$ cat config.mk
export PLATFORM = sky130hd
export DESIGN_NAME = bpc_back
export DESIGN_NICKNAME = d
export VERILOG_FILES = /design/src/hdl/bpc_pkg.sv /design/src/hdl/bpc_back.sv
export SDC_FILE = /design/constraint.sdc
export NUM_CORES = 2
export LEC_CHECK = 0
export BUFFER_PORTS_ARGS = -buffer_cell sky130_fd_sc_hd__buf_2
export CAP_MARGIN = 20
export CORE_ASPECT_RATIO = 1.1
export CORE_MARGIN = 1.5
export CORE_UTILIZATION = 67
export DETAILED_ROUTE_END_ITERATION = 8
export PLACE_DENSITY = 0.83
export SKIP_LAST_GASP = 1
export SLEW_MARGIN = 20
export SYNTH_ARGS = -nofsm -noshare
export SYNTH_HDL_FRONTEND = slang
export SYNTH_SLANG_ARGS = --single-unit
$ cat constraint.sdc
create_clock -name clock -period 15.2 [get_ports clock]
set_clock_uncertainty 0.05 [all_clocks]
set_input_delay 0.76 -clock clock [delete_from_list [all_inputs] [get_ports clock]]
set_output_delay 0.76 -clock clock [all_outputs]
set_load 0.02 [all_outputs]
$ cat src/hdl/bpc_pkg.sv
// ----------------------------------------------------------------------------
// bpc_pkg
// Types, widths, register indexes and helpers shared by the barometric
// pressure compensation pipeline.
// ----------------------------------------------------------------------------
`default_nettype none

package bpc_pkg;

   localparam int RAW_W     = 24;
   localparam int COEF_W    = 16;
   localparam int IDX_W     = 3;
   localparam int DT_W      = 25;
   localparam int MUL_W     = 42;
   localparam int Q_W       = 19;
   localparam int SQ1_W     = 2 * Q_W;
   localparam int SQ2_W     = 2 * (Q_W + 1);
   localparam int TERM_W    = 41;
   localparam int OFF_W     = 41;
   localparam int SENS_W    = 40;
   localparam int SENS_LO_W = 20;
   localparam int PL_W      = RAW_W + SENS_LO_W;
   localparam int PH_W      = RAW_W + 1 + SENS_W - SENS_LO_W;
   localparam int PROD_W    = 64;
   localparam int X_W       = 45;
   localparam int P_W       = 32;

   // scaling shifts of the compensation formula
   localparam int TEMP_SHIFT   = 23;
   localparam int REF_SHIFT    = 8;
   localparam int OFF_C_SHIFT  = 16;
   localparam int OFF_T_SHIFT  = 7;
   localparam int SENS_C_SHIFT = 15;
   localparam int SENS_T_SHIFT = 8;
   localparam int PROD_SHIFT   = 21;
   localparam int P_SHIFT      = 15;

   // temperature thresholds in 0.01 C, taken relative to the reference
   localparam int TEMP_REF = 2000;
   localparam int TEMP_LOW = -1500;
   localparam int Q_LOW    = TEMP_LOW - TEMP_REF;

   localparam int FRONT_STAGES = 3;
   localparam int CORR_STAGES  = 3;
   localparam int BACK_STAGES  = 4;
   localparam int PIPE_DEPTH   = FRONT_STAGES + CORR_STAGES + BACK_STAGES;

   typedef enum logic [IDX_W-1:0] {
      REG_SENS         = 3'd0,
      REG_OFFSET       = 3'd1,
      REG_SENS_TEMP    = 3'd2,
      REG_OFFSET_TEMP  = 3'd3,
      REG_REF_TEMP     = 3'd4,
      REG_TEMP_SLOPE   = 3'd5,
      REG_SECOND_ORDER = 3'd6
   } reg_index_type;

   typedef struct packed {
      logic [COEF_W-1:0] sens_coeff;
      logic [COEF_W-1:0] offset_coeff;
      logic [COEF_W-1:0] sens_temp_coeff;
      logic [COEF_W-1:0] offset_temp_coeff;
      logic [COEF_W-1:0] ref_temp_coeff;
      logic [COEF_W-1:0] temp_slope_coeff;
      logic              second_order_on;
   } cfg_type;

   typedef struct packed {
      logic [RAW_W-1:0]         d1;
      logic signed [Q_W-1:0]    q;
      logic signed [OFF_W-1:0]  off1;
      logic signed [SENS_W-1:0] sens1;
   } front_word_type;

   typedef struct packed {
      logic [RAW_W-1:0]         d1;
      logic signed [OFF_W-1:0]  off;
      logic signed [SENS_W-1:0] sens;
   } corr_word_type;

   // signed divide by 2**shift, truncating toward zero
   function automatic logic signed [63:0] sdiv_pow2(input logic signed [63:0] v,
                                                    input int unsigned shift);
      logic signed [63:0] bias;
      bias = v[63] ? ((64'sd1 <<< shift) - 64'sd1) : 64'sd0;
      return (v + bias) >>> shift;
   endfunction

endpackage

`default_nettype wire

$ cat src/hdl/bpc_back.sv
// ----------------------------------------------------------------------------
// bpc_back
// Raw pressure times sensitivity in two partial products, then offset
// removal and final scaling; the last stage is the result register.
// ----------------------------------------------------------------------------
`default_nettype none

module bpc_back (
   input  wire logic                    clock,
   input  wire logic                    reset,
   input  wire logic                    in_valid,
   output logic                         in_ready,
   input  wire bpc_pkg::corr_word_type  in_word,
   output logic                         out_valid,
   input  wire logic                    out_ready,
   output logic signed [bpc_pkg::P_W-1:0] out_pressure
);
   import bpc_pkg::*;

   logic [BACK_STAGES-1:0] v_ff, v_in, en;

   logic [PL_W-1:0]          pl_ff, pl_in;
   logic signed [PH_W-1:0]   ph_ff, ph_in;
   logic signed [OFF_W-1:0]  off_s7_ff, off_s8_ff;
   logic signed [PROD_W-1:0] prod_ff, prod_in;
   logic signed [X_W-1:0]    x_ff, x_in;
   logic signed [P_W-1:0]    p_ff, p_in;

   always_comb begin
      en[BACK_STAGES-1] = !v_ff[BACK_STAGES-1] || out_ready;
      for (int k = BACK_STAGES - 2; k >= 0; k--) begin
         en[k] = !v_ff[k] || en[k+1];
      end
      for (int k = 0; k < BACK_STAGES; k++) begin
         if (en[k]) begin
            v_in[k] = (k == 0) ? in_valid : v_ff[(k == 0) ? 0 : k - 1];
         end else begin
            v_in[k] = v_ff[k];
         end
      end
   end

   always_comb begin
      pl_in   = in_word.d1 * in_word.sens[SENS_LO_W-1:0];
      ph_in   = signed'({1'b0, in_word.d1}) * signed'(in_word.sens[SENS_W-1:SENS_LO_W]);
      prod_in = (PROD_W'(ph_ff) <<< SENS_LO_W) + signed'(PROD_W'(pl_ff));
      x_in    = X_W'(sdiv_pow2(prod_ff, PROD_SHIFT)) - X_W'(off_s8_ff);
      // result keeps the low word of the quotient
      p_in    = P_W'(sdiv_pow2(64'(x_ff), P_SHIFT));
   end

   always_ff @(posedge clock) begin
      if (reset) begin
         v_ff <= '0;
      end else begin
         v_ff <= v_in;
      end
   end

   always_ff @(posedge clock) begin
      if (en[0]) begin
         pl_ff     <= pl_in;
         ph_ff     <= ph_in;
         off_s7_ff <= in_word.off;
      end
      if (en[1]) begin
         prod_ff   <= prod_in;
         off_s8_ff <= off_s7_ff;
      end
      if (en[2]) begin
         x_ff <= x_in;
      end
      if (en[3]) begin
         p_ff <= p_in;
      end
   end

   assign in_ready     = en[0];
   assign out_valid    = v_ff[BACK_STAGES-1];
   assign out_pressure = p_ff;

endmodule

`default_nettype wire

==> impl_results.md <==
- Status: complete, no violations
- Post-synth cell types: 74
- Slew Limit Fails: 0
- Mapped Area: roughly 0.047 sq mm
- Post-cts resize count: 0
- Met2 Use GR: 0.522
- CP Class: in2reg
- Detailed Route WL: about 110000 um
- GR peak layer: met2
- Final setup violating endpoints: 0
- Post-Syn Nets: 6133
- Layout Nets: between 6000 and 7000
- Global-route wire length before repair: 176000 um
- Main flop type after synthesis: edfxtp_1
- RD Place Congestion: 0.937
- Gr ovfl total: 0
- Vias in the first global route: 35039
- Clk buf depth: 3
- Initial antenna violation count: 1
- Syn Inst Count: ~4800
- Die H: 281 um
- Req. time, crit path: 15.47 ns
- Crit path time final: roughly 7.7 ns
- I/O pin count: around 140
- Area Growth Syn to Fin: 4.66%
- Most frequent cells in the layout: inv_1 (945), fa_1 (787), nand2_1 (619)
- CP endpoint kind: flip-flop
- Drt first pass iters: 6
- Commonest non-fill, non-tap cell in the layout: inv_1
- Die Width: 256 um
- Met3 Resource Use GR: 0.0544
- Seq cells post-synth: 312
- Worst reg2reg path depth: 23
- CP arrival: 7.93 ns
- Routed Antenna Nets: 0
- Clock root buffer: clkbuf_16
- H-tree levels: 1
- Avg Inst Size Synth: around 9.8 sq um
- Fin. Hold Viols: 0
- Avg WL per Cell: 18.8 um
- Clk pin slew, worst setup/hold paths: 0.07 ns
- Sequential area share after synthesis: 0.198
- CTS tree: built
- Antenna Diode Count: 0
- RSZ-0062 raised after global routing: no
- Row Count: 101
- # DRC: 0
- Post-cts hold buffer count: 0
- Number of synthesized flops with an enable pin: 308
- Worst R2R End: x_ff[40]
- Post-synth ARST share: 0
- Die area: 0.0718 sq mm
- Post-CTS setup buffer count: 0
- Vias/cell: 5.79
- I/O Buffers: 142
- DP Wirelength: 81500 um
- Slew @ Worst Pin: around 1.1 ns
- Fin Setup TNS: 0 ns
- Starting DRT DRC Count: 2375
- Critical R2R Launch: prod_ff[63]
- Core ar.: 0.0693 sq mm
- R2R Setup Slk: 9.62 ns
- Relative max-transition margin: 0.253
- Max Fclk: ~0.13 GHz
- Hold path start: in_word[75]
- Share of layout cells above drive strength 1: 0.0520
- Clk_lat worst skew: ~0.57 ns
- Hold Crit Depth: 1
- Clk sinks: 312
- CP max FO: 40
- Filler cells: 5089
- Startpoint type of the worst setup path: input port
- CTS buffer count: 28
- Min-delay worst type: in2reg
- Largest net degree at the start of global routing: 75
- Worst Hold End: off_s7_ff[35]
- GRT Overall Usage: 0.309
- Synth Warn #: 0
- Initial Util: 0.680
- Max_cap viols: 0
- Period Utilization, post-route: 0.504
- Met1 Track Usage GR: 0.397
- Via count: 33200
==> state kept, by name, summed over array words and instances (netlist names) <==
| name | flops |
|---|---|
| prod_ff | 64 |
| ph_ff | 44 |
| pl_ff | 44 |
| x_ff | 44 |
| off_s7_ff | 41 |
| off_s8_ff | 41 |
| out_pressure | 30 |
| v_ff | 4 |
==> through the flow <==
stage	std cells	hold WS, ns	util	setup slack, ns	instance area [sq um]
after global routing	5733	0.295	0.711	7.13	49300
after floorplan	4807	0.350	-	7.77	47100
final	5733	0.312	0.711	7.53	49300
after CTS	5732	0.285	0.711	7.62	49200
after detailed placement	5680	0.355	0.697	7.03	48200
after global placement	5680	0.351	0.697	7.18	48200
==> worst max-delay path, cell delays in order <==
cell and delay, ns:
buf_2 0.83, and2_1 0.27, fa_1 0.46, fa_1 0.53
inv_1 0.06, fa_1 0.52, inv_1 0.05, fa_1 0.51
fa_1 0.44, fa_1 0.55, inv_1 0.06, fa_1 0.53
inv_1 0.04, ha_1 0.36, nand3_1 0.17, nor2_1 0.06
a221o_1 0.29, a21o_1 0.22, a31o_4 0.29, a221oi_4 0.25
a21oi_2 0.13, a221oi_4 0.27, o21ai_1 0.11, xor2_1 0.15
==> layout make-up <==
class                   count  area [sq um]  share of cell area
inverters                 946          3550              0.0721
well taps                 927          1160              0.0235
flip-flops and latches    312          9330               0.189
clock inverters            19           255             0.00518
clock buffers              33           739              0.0150
multi-input cells        3337         33400               0.678
repair buffers            159           846              0.0172
==> kinds of logic (layout without fill, tap and decap cells) <==
group,count (synthesis),in the layout,synth area share
adders and majority gates,1217,1217,0.449
and+or+nand+nor,1406,1406,0.148
muxes,1,1,0.000213
buffers and inverters,1158,1157,0.0929
AOI/OAI and AO/OA,477,477,0.0672
DFF,312,312,0.198
xor gates and xnor gates,236,236,0.0439
==> worst max path at each step <==
stage	from	end	slack, ns	cells after the start
after detailed placement	in_word[92]	ph_ff[41]	7.03	24
after global placement	in_word[90]	ph_ff[41]	7.18	27
after floorplan	in_word[24]	ph_ff[41]	7.77	26
final	in_word[92]	ph_ff[41]	7.53	24
after CTS	in_word[92]	ph_ff[41]	7.62	24
after global routing	in_word[92]	ph_ff[26]	7.13	24
==> synthesized netlist by cell type (36+ instances only) <==
cell / count / share of area
edfxtp_1: 308 / 0.20
xnor2_1: 162 / 0.030
nand4_1: 37 / 0.0049
inv_1: 946 / 0.075
fa_1: 787 / 0.33
nor2_1: 100 / 0.0080
nand2_1: 621 / 0.050
nand3_1: 58 / 0.0062
and2_1: 462 / 0.061
xor2_1: 74 / 0.014
clkbuf_1: 205 / 0.016
and3_1: 36 / 0.0048
a21o_1: 95 / 0.015
ha_1: 430 / 0.11
a21oi_1: 151 / 0.016
o21ai_0: 73 / 0.0078
==> routing by layer <==
layer / wire (um) / share of wire
met5: 13 / 0.00012
met4: 4510 / 0.042
met3: 9440 / 0.087
met2: 51800 / 0.48
met1: 42300 / 0.39
Power is left out: the tool's default activity adds up to more than one toggle a clock period on the data nets, which glitch-free logic cannot reach.
