## src/hdl/bpc_pkg.sv

```systemverilog
// ----------------------------------------------------------------------------
// bpc_pkg
// Types, widths, register indexes and helpers shared by the barometric
// pressure compensation pipeline.
// ----------------------------------------------------------------------------
`default_nettype none

package bpc_pkg;

   localparam int RAW_W     = 24;
   localparam int COEF_W    = 16;
   localparam int IDX_W     = 3;
   localparam int DT_W      = 25;
   localparam int MUL_W     = 42;
   localparam int Q_W       = 19;
   localparam int SQ1_W     = 2 * Q_W;
   localparam int SQ2_W     = 2 * (Q_W + 1);
   localparam int TERM_W    = 41;
   localparam int OFF_W     = 41;
   localparam int SENS_W    = 40;
   localparam int SENS_LO_W = 20;
   localparam int PL_W      = RAW_W + SENS_LO_W;
   localparam int PH_W      = RAW_W + 1 + SENS_W - SENS_LO_W;
   localparam int PROD_W    = 64;
   localparam int X_W       = 45;
   localparam int P_W       = 32;

   // scaling shifts of the compensation formula
   localparam int TEMP_SHIFT   = 23;
   localparam int REF_SHIFT    = 8;
   localparam int OFF_C_SHIFT  = 16;
   localparam int OFF_T_SHIFT  = 7;
   localparam int SENS_C_SHIFT = 15;
   localparam int SENS_T_SHIFT = 8;
   localparam int PROD_SHIFT   = 21;
   localparam int P_SHIFT      = 15;

   // temperature thresholds in 0.01 C, taken relative to the reference
   localparam int TEMP_REF = 2000;
   localparam int TEMP_LOW = -1500;
   localparam int Q_LOW    = TEMP_LOW - TEMP_REF;

   localparam int FRONT_STAGES = 3;
   localparam int CORR_STAGES  = 3;
   localparam int BACK_STAGES  = 4;
   localparam int PIPE_DEPTH   = FRONT_STAGES + CORR_STAGES + BACK_STAGES;

   typedef enum logic [IDX_W-1:0] {
      REG_SENS         = 3'd0,
      REG_OFFSET       = 3'd1,
      REG_SENS_TEMP    = 3'd2,
      REG_OFFSET_TEMP  = 3'd3,
      REG_REF_TEMP     = 3'd4,
      REG_TEMP_SLOPE   = 3'd5,
      REG_SECOND_ORDER = 3'd6
   } reg_index_type;

   typedef struct packed {
      logic [COEF_W-1:0] sens_coeff;
      logic [COEF_W-1:0] offset_coeff;
      logic [COEF_W-1:0] sens_temp_coeff;
      logic [COEF_W-1:0] offset_temp_coeff;
      logic [COEF_W-1:0] ref_temp_coeff;
      logic [COEF_W-1:0] temp_slope_coeff;
      logic              second_order_on;
   } cfg_type;

   typedef struct packed {
      logic [RAW_W-1:0]         d1;
      logic signed [Q_W-1:0]    q;
      logic signed [OFF_W-1:0]  off1;
      logic signed [SENS_W-1:0] sens1;
   } front_word_type;

   typedef struct packed {
      logic [RAW_W-1:0]         d1;
      logic signed [OFF_W-1:0]  off;
      logic signed [SENS_W-1:0] sens;
   } corr_word_type;

   // signed divide by 2**shift, truncating toward zero
   function automatic logic signed [63:0] sdiv_pow2(input logic signed [63:0] v,
                                                    input int unsigned shift);
      logic signed [63:0] bias;
      bias = v[63] ? ((64'sd1 <<< shift) - 64'sd1) : 64'sd0;
      return (v + bias) >>> shift;
   endfunction

endpackage

`default_nettype wire

```

## src/hdl/bpc_front.sv

```systemverilog
// ----------------------------------------------------------------------------
// bpc_front
// Temperature difference, its three coefficient products, and the first
// order offset, sensitivity and temperature term.
// ----------------------------------------------------------------------------
`default_nettype none

module bpc_front (
   input  wire logic                     clock,
   input  wire logic                     reset,
   input  wire bpc_pkg::cfg_type         cfg,
   input  wire logic                     in_valid,
   output logic                          in_ready,
   input  wire logic [bpc_pkg::RAW_W-1:0] in_d1,
   input  wire logic [bpc_pkg::RAW_W-1:0] in_d2,
   output logic                          out_valid,
   input  wire logic                     out_ready,
   output bpc_pkg::front_word_type       out_word
);
   import bpc_pkg::*;

   logic [FRONT_STAGES-1:0] v_ff, v_in, en;

   logic [RAW_W-1:0]         d1_s1_ff, d1_s2_ff;
   logic signed [DT_W-1:0]   dt_ff, dt_in;
   logic signed [MUL_W-1:0]  m6_ff, m6_in, m4_ff, m4_in, m3_ff, m3_in;
   front_word_type           word_ff, word_in;

   always_comb begin
      en[FRONT_STAGES-1] = !v_ff[FRONT_STAGES-1] || out_ready;
      for (int k = FRONT_STAGES - 2; k >= 0; k--) begin
         en[k] = !v_ff[k] || en[k+1];
      end
      for (int k = 0; k < FRONT_STAGES; k++) begin
         if (en[k]) begin
            v_in[k] = (k == 0) ? in_valid : v_ff[(k == 0) ? 0 : k - 1];
         end else begin
            v_in[k] = v_ff[k];
         end
      end
   end

   always_comb begin
      dt_in = signed'({1'b0, in_d2}) - signed'({1'b0, cfg.ref_temp_coeff, {REF_SHIFT{1'b0}}});
      m6_in = dt_ff * signed'({1'b0, cfg.temp_slope_coeff});
      m4_in = dt_ff * signed'({1'b0, cfg.offset_temp_coeff});
      m3_in = dt_ff * signed'({1'b0, cfg.sens_temp_coeff});
      word_in.d1    = d1_s2_ff;
      word_in.q     = Q_W'(sdiv_pow2(64'(m6_ff), TEMP_SHIFT));
      word_in.off1  = signed'({{(OFF_W - COEF_W - OFF_C_SHIFT){1'b0}},
                               cfg.offset_coeff, {OFF_C_SHIFT{1'b0}}})
                      + OFF_W'(sdiv_pow2(64'(m4_ff), OFF_T_SHIFT));
      word_in.sens1 = signed'({{(SENS_W - COEF_W - SENS_C_SHIFT){1'b0}},
                               cfg.sens_coeff, {SENS_C_SHIFT{1'b0}}})
                      + SENS_W'(sdiv_pow2(64'(m3_ff), SENS_T_SHIFT));
   end

   always_ff @(posedge clock) begin
      if (reset) begin
         v_ff <= '0;
      end else begin
         v_ff <= v_in;
      end
   end

   always_ff @(posedge clock) begin
      if (en[0]) begin
         d1_s1_ff <= in_d1;
         dt_ff    <= dt_in;
      end
      if (en[1]) begin
         d1_s2_ff <= d1_s1_ff;
         m6_ff    <= m6_in;
         m4_ff    <= m4_in;
         m3_ff    <= m3_in;
      end
      if (en[2]) begin
         word_ff <= word_in;
      end
   end

   assign in_ready  = en[0];
   assign out_valid = v_ff[FRONT_STAGES-1];
   assign out_word  = word_ff;

endmodule

`default_nettype wire

```

## config.mk

```make
export PLATFORM = sky130hd
export DESIGN_NAME = bpc_front
export DESIGN_NICKNAME = d
export VERILOG_FILES = /design/src/hdl/bpc_pkg.sv /design/src/hdl/bpc_front.sv
export SDC_FILE = /design/constraint.sdc
export NUM_CORES = 2
export LEC_CHECK = 0
export BUFFER_PORTS_ARGS = -buffer_cell sky130_fd_sc_hd__clkbuf_2
export CAP_MARGIN = 20
export CORE_MARGIN = 2
export CORE_UTILIZATION = 40
export CTS_BUF_LIST = sky130_fd_sc_hd__clkbuf_4
export CTS_CLUSTER_SIZE = 30
export DETAILED_ROUTE_END_ITERATION = 8
export PLACE_DENSITY = 0.55
export SYNTH_ARGS = -nofsm -noshare
export SYNTH_HDL_FRONTEND = slang
export SYNTH_SLANG_ARGS = --single-unit
```

## constraint.sdc

```tcl
create_clock -name clock -period 9.6 [get_ports clock]
set_input_delay 1.92 -clock clock [delete_from_list [all_inputs] [get_ports clock]]
set_output_delay 1.92 -clock clock [all_outputs]
set_load 0.005 [all_outputs]
```

==> impl_metrics.json <==
{
  "via_per_inst": 4.89,
  "synth_top_cell_by_area": "fa_1",
  "period_minus_slack_ns": 7.62,
  "hold_buffers": 0,
  "routedWlPerCell_um": 17.4,
  "worstPathArrival_ns": 8.34,
  "start_util_pct": 40.2,
  "areaGrowthSynthToFinish_pct": 7.40,
  "place_ws_ns": 1.04,
  "path_class": "primary input to flip-flop",
  "root_buffer": "clkbuf_4",
  "num_vias": 39370,
  "synth.most_common_cell": "inv_1",
  "finalSetupTns_ns": 0,
  "setup_viol": 0,
  "io_pins": 275,
  "clk_pin_slew_ns": 0.06,
  "grt_usage_pct": 19.9,
  "fmax_mhz": 131,
  "synth_top_area_share_pct": 40.9,
  "max_stage_delay_ns": 0.57,
  "grt_remaining_overflow": 0,
  "cts-buffers-inserted": 89,
  "endpoint_kind": "flip-flop",
  "syn_nets": 7652,
  "synthDistinctLibCells": 88,
  "ys_top_cells_by_area": "fa_1 41%, edfxtp_1 16%, inv_1 9.6%, ha_1 8.5%, and2_1 5.4%",
  "drt-pass1-iter-count": 5,
  "grt_max_degree": 86,
  "ant_nets": 0,
  "slew_violations": 0,
  "fin_crit_sh_pct": 79.4,
  "wl_mm": 140,
  "cp_max_fo": 25,
  "netlist_area_sq_um": 57500,
  "die_x_um": 383,
  "avgSynthCellArea_sq_um": 9.70,
  "cts_sinks": 318,
  "nets": 7809,
  "clock_skew_ns": 0.0695,
  "antenna_found_initial": 17,
  "hold_viol": 0,
  "cts_setup_buffers": 0,
  "hp-class": "flip-flop to flip-flop",
  "path_cells": "clkbuf_2 -> nand2_1 -> fa_1 -> fa_1 -> fa_1 -> inv_1 -> fa_1 -> fa_1 -> inv_1 -> fa_1 -> inv_1 -> ha_1 -> a211oi_1 -> o21a_1 -> o21ai_0 -> o311ai_0 -> nand3_1 -> a31o_2 -> a21o_1 -> a21oi_1 -> xnor2_1",
  "hpwl_mm": 110,
  "globalRouteMet3Util_pct": 2.66,
  "clock_latency_ns": 1.01,
  "outcome": "finished clean",
  "cts_tree": "yes",
  "tightestPinTransition_ns": 1.10,
  "grt_pass1_vias": 42592,
  "startpoint_type": "primary input",
  "ys_seq_area_share_pct": 16.5,
  "gr-max-usage-layer": "met2",
  "drt_iter0_drc": 1884,
  "ctsHtreeMaxLevel": 3,
  "grt_setup_unrepaired": "false",
  "synth-edff-count": 315,
  "grt_pass1_wl_mm": 229,
  "drive_gt1_share_pct": 8.11,
  "ys_ff_latch": 318,
  "die_h_um": 383,
  "rows": 139,
  "synth_common_cells": "1469 x inv_1, 1176 x fa_1, 825 x nand2_1",
  "drc": 0,
  "critPathSlowestCell": "clkbuf_2",
  "gp_congestion": 0.865,
  "cap_violations": 0,
  "layout_setup_ws_ns": 1.98,
  "ys_warn_count": 0,
  "syn-instance-count": 5935,
  "use_met2_pct": 33.3,
  "cpMostUsedCell": "fa_1",
  "use_met1_pct": 27.1,
  "cts.repair.resized": 0,
  "relSlewSlack_pct": 26.4,
  "cts_buffer_depth": 3,
  "synthFlopType": "edfxtp_1",
  "synthArstFlopShare_pct": 0,
  "coreArea_sq_um": 143000,
  "die_area_sq_um": 147000,
  "io_buffers": 273,
  "cp.required_ns": 10.32
}
-- layout make-up --
cell class,count,area (sq um)
sequential,318,9520
clock inverter,36,225
inverter,1469,5520
tap,1903,2380
multi-input combinational,3893,41500
antenna,3,7.51
timing repair buffer,321,1750
clock buffer,116,871
fill,14070,81300
-- registers in the layout, summed over array words and instances, names as in the netlist --
| signal | flops |
|---|---|
| v_ff | 3 |
| m6_ff | 42 |
| dt_ff | 25 |
| out_word | 116 |
| d1_s1_ff | 24 |
| m3_ff | 42 |
| d1_s2_ff | 24 |
| m4_ff | 42 |
-- per-layer routing --
metal / vias to the layer above / part of all wire [%]
met5: - / 0.076
met4: 16 / 2.1
met3: 185 / 4.7
met2: 759 / 48
met1: 20348 / 45
li1: 18062 / -
-- worst max-delay path: cells and delay by family --
family                     cells  cell delay [ns]
AOI/OAI and AO/OA              7             1.72
and+or+nand+nor                2             0.40
buffers and inverters          4             0.72
xor gates and xnor gates       1             0.09
adders and majority gates      7             3.45
-- final timing paths --
check	start	end	slack (ns)	cells after the start
setup / recovery	cfg[3]	m6_ff[35]	1.98	21
hold / removal	d1_s1_ff[23]	d1_s2_ff[23]	0.40	0
setup reg to reg	dt_ff[11]	m6_ff[35]	2.07	21
hold reg to reg	d1_s1_ff[23]	d1_s2_ff[23]	0.40	0
-- metrics by stage --
stage          cell area, sq um  util, %  cells  hold WS, ns
3_3_place_gp              60700     42.4   7904        0.400
4_1_cts                   61800     43.2   8056        0.380
2_1_floorplan             57500        -   5935        0.400
3_5_place_dp              60700     42.4   7904        0.405
5_1_grt                   61800     43.2   8057        0.408
6_report                  61800     43.2   8059        0.403
-- kinds of logic after synthesis --
| kind of cell | Yosys count | synth area share [%] |
|---|---|---|
| simple gates | 1643 | 13.7 |
| flops | 318 | 16.5 |
| xor+xnor | 251 | 3.82 |
| buf+inv | 1724 | 11.3 |
| compound gates | 430 | 5.15 |
| mux | 1 | 0.0174 |
| fa+ha+maj | 1568 | 49.4 |
-- cells in the final DEF (no fill, tap or decap), drive strengths merged, types with 29 or more instances in the layout --
master and n:
buf 48, fa 1176, ha 392, a21oi 131, inv 1471, clkinv 29
nand2 825, a21o 72, clkbuf 389, and2 497, nor2 110, xnor2 173
nand4 34, xor2 78, o21ai 55, nand3 58, edfxtp 315
Power is not shown: default switching activity piles up to over one toggle a cycle in this logic, so the estimate is an artifact.
