<file path="src/hdl/bpc_pkg.sv">
// ----------------------------------------------------------------------------
// bpc_pkg
// Types, widths, register indexes and helpers shared by the barometric
// pressure compensation pipeline.
// ----------------------------------------------------------------------------
`default_nettype none

package bpc_pkg;

   localparam int RAW_W     = 24;
   localparam int COEF_W    = 16;
   localparam int IDX_W     = 3;
   localparam int DT_W      = 25;
   localparam int MUL_W     = 42;
   localparam int Q_W       = 19;
   localparam int SQ1_W     = 2 * Q_W;
   localparam int SQ2_W     = 2 * (Q_W + 1);
   localparam int TERM_W    = 41;
   localparam int OFF_W     = 41;
   localparam int SENS_W    = 40;
   localparam int SENS_LO_W = 20;
   localparam int PL_W      = RAW_W + SENS_LO_W;
   localparam int PH_W      = RAW_W + 1 + SENS_W - SENS_LO_W;
   localparam int PROD_W    = 64;
   localparam int X_W       = 45;
   localparam int P_W       = 32;

   // scaling shifts of the compensation formula
   localparam int TEMP_SHIFT   = 23;
   localparam int REF_SHIFT    = 8;
   localparam int OFF_C_SHIFT  = 16;
   localparam int OFF_T_SHIFT  = 7;
   localparam int SENS_C_SHIFT = 15;
   localparam int SENS_T_SHIFT = 8;
   localparam int PROD_SHIFT   = 21;
   localparam int P_SHIFT      = 15;

   // temperature thresholds in 0.01 C, taken relative to the reference
   localparam int TEMP_REF = 2000;
   localparam int TEMP_LOW = -1500;
   localparam int Q_LOW    = TEMP_LOW - TEMP_REF;

   localparam int FRONT_STAGES = 3;
   localparam int CORR_STAGES  = 3;
   localparam int BACK_STAGES  = 4;
   localparam int PIPE_DEPTH   = FRONT_STAGES + CORR_STAGES + BACK_STAGES;

   typedef enum logic [IDX_W-1:0] {
      REG_SENS         = 3'd0,
      REG_OFFSET       = 3'd1,
      REG_SENS_TEMP    = 3'd2,
      REG_OFFSET_TEMP  = 3'd3,
      REG_REF_TEMP     = 3'd4,
      REG_TEMP_SLOPE   = 3'd5,
      REG_SECOND_ORDER = 3'd6
   } reg_index_type;

   typedef struct packed {
      logic [COEF_W-1:0] sens_coeff;
      logic [COEF_W-1:0] offset_coeff;
      logic [COEF_W-1:0] sens_temp_coeff;
      logic [COEF_W-1:0] offset_temp_coeff;
      logic [COEF_W-1:0] ref_temp_coeff;
      logic [COEF_W-1:0] temp_slope_coeff;
      logic              second_order_on;
   } cfg_type;

   typedef struct packed {
      logic [RAW_W-1:0]         d1;
      logic signed [Q_W-1:0]    q;
      logic signed [OFF_W-1:0]  off1;
      logic signed [SENS_W-1:0] sens1;
   } front_word_type;

   typedef struct packed {
      logic [RAW_W-1:0]         d1;
      logic signed [OFF_W-1:0]  off;
      logic signed [SENS_W-1:0] sens;
   } corr_word_type;

   // signed divide by 2**shift, truncating toward zero
   function automatic logic signed [63:0] sdiv_pow2(input logic signed [63:0] v,
                                                    input int unsigned shift);
      logic signed [63:0] bias;
      bias = v[63] ? ((64'sd1 <<< shift) - 64'sd1) : 64'sd0;
      return (v + bias) >>> shift;
   endfunction

endpackage

`default_nettype wire

</file>
<file path="src/hdl/bpc_corr.sv">
// ----------------------------------------------------------------------------
// bpc_corr
// Low-temperature second order correction of offset and sensitivity.
// ----------------------------------------------------------------------------
`default_nettype none

module bpc_corr (
   input  wire logic                    clock,
   input  wire logic                    reset,
   input  wire logic                    second_order_on,
   input  wire logic                    in_valid,
   output logic                         in_ready,
   input  wire bpc_pkg::front_word_type in_word,
   output logic                         out_valid,
   input  wire logic                    out_ready,
   output bpc_pkg::corr_word_type       out_word
);
   import bpc_pkg::*;

   logic [CORR_STAGES-1:0] v_ff, v_in, en;

   front_word_type           f1_ff, f2_ff;
   logic signed [Q_W:0]      qs;
   logic signed [SQ1_W-1:0]  sq1_ff, sq1_in;
   logic signed [SQ2_W-1:0]  sq2_ff, sq2_in;
   logic                     neg1_ff, neg1_in, neg2_ff, neg2_in;
   logic signed [TERM_W-1:0] sqa, sqb, five, seven, eleven;
   logic signed [TERM_W-1:0] t_oa_ff, t_oa_in, t_ob_ff, t_ob_in;
   logic signed [TERM_W-1:0] t_sa_ff, t_sa_in, t_sb_ff, t_sb_in;
   corr_word_type            word_ff, word_in;

   always_comb begin
      en[CORR_STAGES-1] = !v_ff[CORR_STAGES-1] || out_ready;
      for (int k = CORR_STAGES - 2; k >= 0; k--) begin
         en[k] = !v_ff[k] || en[k+1];
      end
      for (int k = 0; k < CORR_STAGES; k++) begin
         if (en[k]) begin
            v_in[k] = (k == 0) ? in_valid : v_ff[(k == 0) ? 0 : k - 1];
         end else begin
            v_in[k] = v_ff[k];
         end
      end
   end

   always_comb begin
      // squares of (temp - 2000) and (temp + 1500)
      qs      = {in_word.q[Q_W-1], in_word.q} + (Q_W + 1)'(-Q_LOW);
      sq1_in  = in_word.q * in_word.q;
      sq2_in  = qs * qs;
      neg1_in = second_order_on && in_word.q[Q_W-1];
      neg2_in = second_order_on && (in_word.q < Q_W'(Q_LOW));

      sqa     = TERM_W'(sq1_ff);
      sqb     = TERM_W'(sq2_ff);
      five    = (sqa <<< 2) + sqa;
      seven   = (sqb <<< 3) - sqb;
      eleven  = (sqb <<< 3) + (sqb <<< 1) + sqb;
      t_oa_in = neg1_ff ? TERM_W'(sdiv_pow2(64'(five), 1)) : '0;
      t_sa_in = neg1_ff ? TERM_W'(sdiv_pow2(64'(five), 2)) : '0;
      t_ob_in = neg2_ff ? seven : '0;
      t_sb_in = neg2_ff ? TERM_W'(sdiv_pow2(64'(eleven), 1)) : '0;

      word_in.d1   = f2_ff.d1;
      word_in.off  = f2_ff.off1 - OFF_W'(t_oa_ff + t_ob_ff);
      word_in.sens = f2_ff.sens1 - SENS_W'(t_sa_ff + t_sb_ff);
   end

   always_ff @(posedge clock) begin
      if (reset) begin
         v_ff <= '0;
      end else begin
         v_ff <= v_in;
      end
   end

   always_ff @(posedge clock) begin
      if (en[0]) begin
         f1_ff   <= in_word;
         sq1_ff  <= sq1_in;
         sq2_ff  <= sq2_in;
         neg1_ff <= neg1_in;
         neg2_ff <= neg2_in;
      end
      if (en[1]) begin
         f2_ff   <= f1_ff;
         t_oa_ff <= t_oa_in;
         t_ob_ff <= t_ob_in;
         t_sa_ff <= t_sa_in;
         t_sb_ff <= t_sb_in;
      end
      if (en[2]) begin
         word_ff <= word_in;
      end
   end

   assign in_ready  = en[0];
   assign out_valid = v_ff[CORR_STAGES-1];
   assign out_word  = word_ff;

endmodule

`default_nettype wire

</file>
<file path="config.mk">
export PLATFORM = sky130hd
export DESIGN_NAME = bpc_corr
export DESIGN_NICKNAME = d
export VERILOG_FILES = /design/src/hdl/bpc_pkg.sv /design/src/hdl/bpc_corr.sv
export SDC_FILE = /design/constraint.sdc
export NUM_CORES = 2
export LEC_CHECK = 0
export ABC_CLOCK_PERIOD_IN_PS = 30800
export BUFFER_PORTS_ARGS = -buffer_cell sky130_fd_sc_hd__buf_2
export CORE_ASPECT_RATIO = 2
export CORE_MARGIN = 10
export CORE_UTILIZATION = 35
export CTS_CLUSTER_SIZE = 8
export DETAILED_ROUTE_END_ITERATION = 8
export PLACE_DENSITY_LB_ADDON = 0.12
export REMOVE_ABC_BUFFERS = 1
export SYNTH_ARGS = -nofsm -noshare
export SYNTH_HDL_FRONTEND = slang
export SYNTH_SLANG_ARGS = --single-unit
</file>
<file path="constraint.sdc">
create_clock -name clock -period 30.8 [get_ports clock]
set_input_delay 3.08 -clock clock [delete_from_list [all_inputs] [get_ports clock]]
set_output_delay 3.08 -clock clock [all_outputs]
set_load 0.01 [all_outputs]
</file>
==> results.py <==
metrics = {
    "critical_path": {
        "crit_fanout": 26,
        "max_stage_delay_ps": 590,
        "crit_arrival_ps": 13230,
        "crit_path_top_delay_cell": "inv_1",
        "r2r_cells": 20,
        "required_ps": 31180,
        "crit_path_frequent_cell": "fa_1",
        "startpoint_type": "input port",
        "criticalPathCategory": "in -> reg",
        "end_kind": "flip-flop",
    },
    "logic_synthesis": {
        "seq_area_frac_synth_pct": 28.7,
        "muxShareOfSynthArea_pct": 0.151,
        "synthXorXnorAreaFrac_pct": 4.93,
        "synth_area_um2": 57900,
        "ys_ff_latch": 555,
        "synth_compound_area_share_pct": 8.78,
        "synthArstFlopShare_pct": 0,
        "synthAdderAreaFrac_pct": 38.2,
        "synth_top_family_by_area": "adder cells",
        "ys.warnings.count": 0,
        "synth_cells": 5421,
        "synth_edf_count": 552,
        "synth.distinct_cells": 106,
        "ys.flop_type": "edfxtp_1",
        "synth-simple-area-share_pct": 10.9,
        "avgSynthCellArea_um2": 10.7,
    },
    "cells_and_area": {
        "syn2layout_area_growth_pct": 10.3,
        "layoutNonFillerInstCount": 7816,
        "nets": 7057,
        "nFillCells": 16300,
        "drive_above_1_share_pct": 8.13,
    },
    "clock_tree": {
        "cts_made_buffers": 79,
        "cts_setup_buffers": 0,
        "holdBufCountCts": 0,
        "clock_sinks": 555,
        "cts-root-buf": "clkbuf_16",
        "cts_buffer_depth": 3,
        "cts_tree": "done",
        "htreeDepth": 3,
        "clkTransAtPathRegs_ps": 60,
        "clk_latency_ps": 640,
        "cts_resized": 0,
    },
    "grt": {
        "grt.total_usage_pct": 18.0,
        "grt_pass1_vias": 43500,
        "grt_start_max_net_pins": 82,
        "overflow": 0,
        "grt_pass1_wl_mm": 253,
        "antenna_found_initial": 4,
    },
    "floorplanning": {
        "pin_count": 236,
        "core_area_um2": 165000,
        "die_h_um": 595,
        "die_area_um2": 183000,
        "fp-row-count": 211,
        "initial_core_util_pct": 35.1,
        "die_x_um": 308,
    },
    "sta": {
        "rsz0062_at_grt": "no",
        "relSlewSlack_pct": 22.2,
        "worstMarginPinSlew_ps": 1170,
        "period_share_pct": 41.7,
        "period_needed_ps": 12850,
        "fmax_mhz": 77.8,
        "hold_viol_final": 0,
        "fin_skew_ps": 34.5,
        "finalSetupViolCount": 0,
        "drv_slew": 0,
        "setup_tns_ps": 0,
    },
    "routing": {
        "routedWlPerCell_um": 20.9,
        "dr.pass1.iters": 5,
        "dr_total_vias": 38500,
        "drc": 0,
        "ant_nets": 0,
        "routed_wl_mm": 164,
        "drtIter0Drc": 1516,
        "via_per_inst": 4.92,
    },
    "placed_design": {
        "placed_cells": 7715,
        "dp_hpwl_mm": 135,
        "port_buffers": 235,
        "gp_congestion": 0.922,
    },
    "flow_run": {
        "maxCapViolations": 0,
    },
    "run_status": {
        "outcome": "complete, no violations",
    },
    "worst_hold_path": {
        "min_delay_path_depth": 0,
        "hold_class": "reg -> reg",
    },
}
-- logic make-up after synthesis --
group	after synthesis
AND/OR/NAND/NOR	1245
buffers and inverters	1269
multiplexers	8
AO/OA/AOI/OAI	755
other	1
adder cells (fa/ha/maj)	1262
flip-flops	555
XOR/XNOR	326
-- state kept, by name, summed over array words and instances (netlist names) --
register,cells
t_ob_ff,40
f2_ff,105
t_sb_ff,40
out_word,105
neg2_ff,1
f1_ff,105
t_sa_ff,40
neg1_ff,1
v_ff,3
sq1_ff,37
sq2_ff,37
t_oa_ff,41
-- final timing paths --
kind	start	slack, ps	to
hold / removal	f1_ff[1]	410	f2_ff[1]
setup / recovery	in_word[83]	17950	sq2_ff[37]
hold reg to reg	f1_ff[1]	410	f2_ff[1]
setup reg to reg	sq2_ff[8]	23930	t_sb_ff[37]
-- cells in the mapped netlist (100+ instances only) --
cell type | n | share of area (%)
clkbuf_1 | 100 | 0.65
xnor2_1 | 222 | 3.4
a21o_1 | 148 | 1.9
nor2_1 | 268 | 1.7
ha_1 | 421 | 9.1
and2_1 | 199 | 2.1
nand2_1 | 329 | 2.1
inv_1 | 1134 | 7.4
a21oi_1 | 223 | 1.9
fa_1 | 841 | 29
xor2_1 | 104 | 1.6
edfxtp_1 | 552 | 29
-- per-stage QoR --
stage / utilization, % / hold WS, ps / worst slack, ps / area [um2]
floorplan: - / 400 / 18330 / 57400
global placement: 37.5 / 403 / 17240 / 61700
detailed placement: 37.5 / 405 / 17260 / 61700
CTS: 38.8 / 410 / 17940 / 63900
global route: 38.8 / 418 / 17460 / 63900
finish: 38.8 / 407 / 17950 / 63900
-- area by class of cell --
type | instances | area, um2 | area share, %
sequential | 555 | 16600 | 26.0
timing repair buffer | 289 | 1580 | 2.48
multi-input combinational | 3597 | 36500 | 57.2
tap | 2130 | 2670 | 4.17
clock buffer | 91 | 2060 | 3.23
inverter | 1144 | 4300 | 6.74
antenna | 3 | 7.51 | 0.0118
clock inverter | 7 | 95.1 | 0.149
-- layer usage --
| metal | GRT usage (%) | share of wire, % |
|---|---|---|
| met1 | 17.4 | 34 |
| met2 | 36.9 | 58 |
| met3 | 1.59 | 2.8 |
| met4 | 8.53 | 5.2 |
| met5 | 0 | 0 |
-- critical path, delay by kind of cell --
kind,cells,cell delay (ps)
compound gates,10,2840
xor+xnor,2,230
fa+ha+maj,8,4010
buf+inv,8,1360
simple gates,10,1640
-- cells in the final DEF (no fill, tap or decap), drive strengths merged, types with 19 or more instances in the layout --
cell type and instances:
inv 1140, fa 841, edfxtp 552, ha 421
nand2 331, buf 289, nor2 269, a21oi 224
xnor2 222, and2 201, a21o 148, xor2 104
o21ai 100, clkbuf 91, nand3 81, nor3 79
and3 51, nand2b 51, nand4 38, nor2b 35
o21a 31, a31oi 29, o21bai 25, a211oi 24
or3 23, o211ai 19
Power is left out: the tool's default activity adds up to more than one toggle a clock period on the data nets, which glitch-free logic cannot reach.
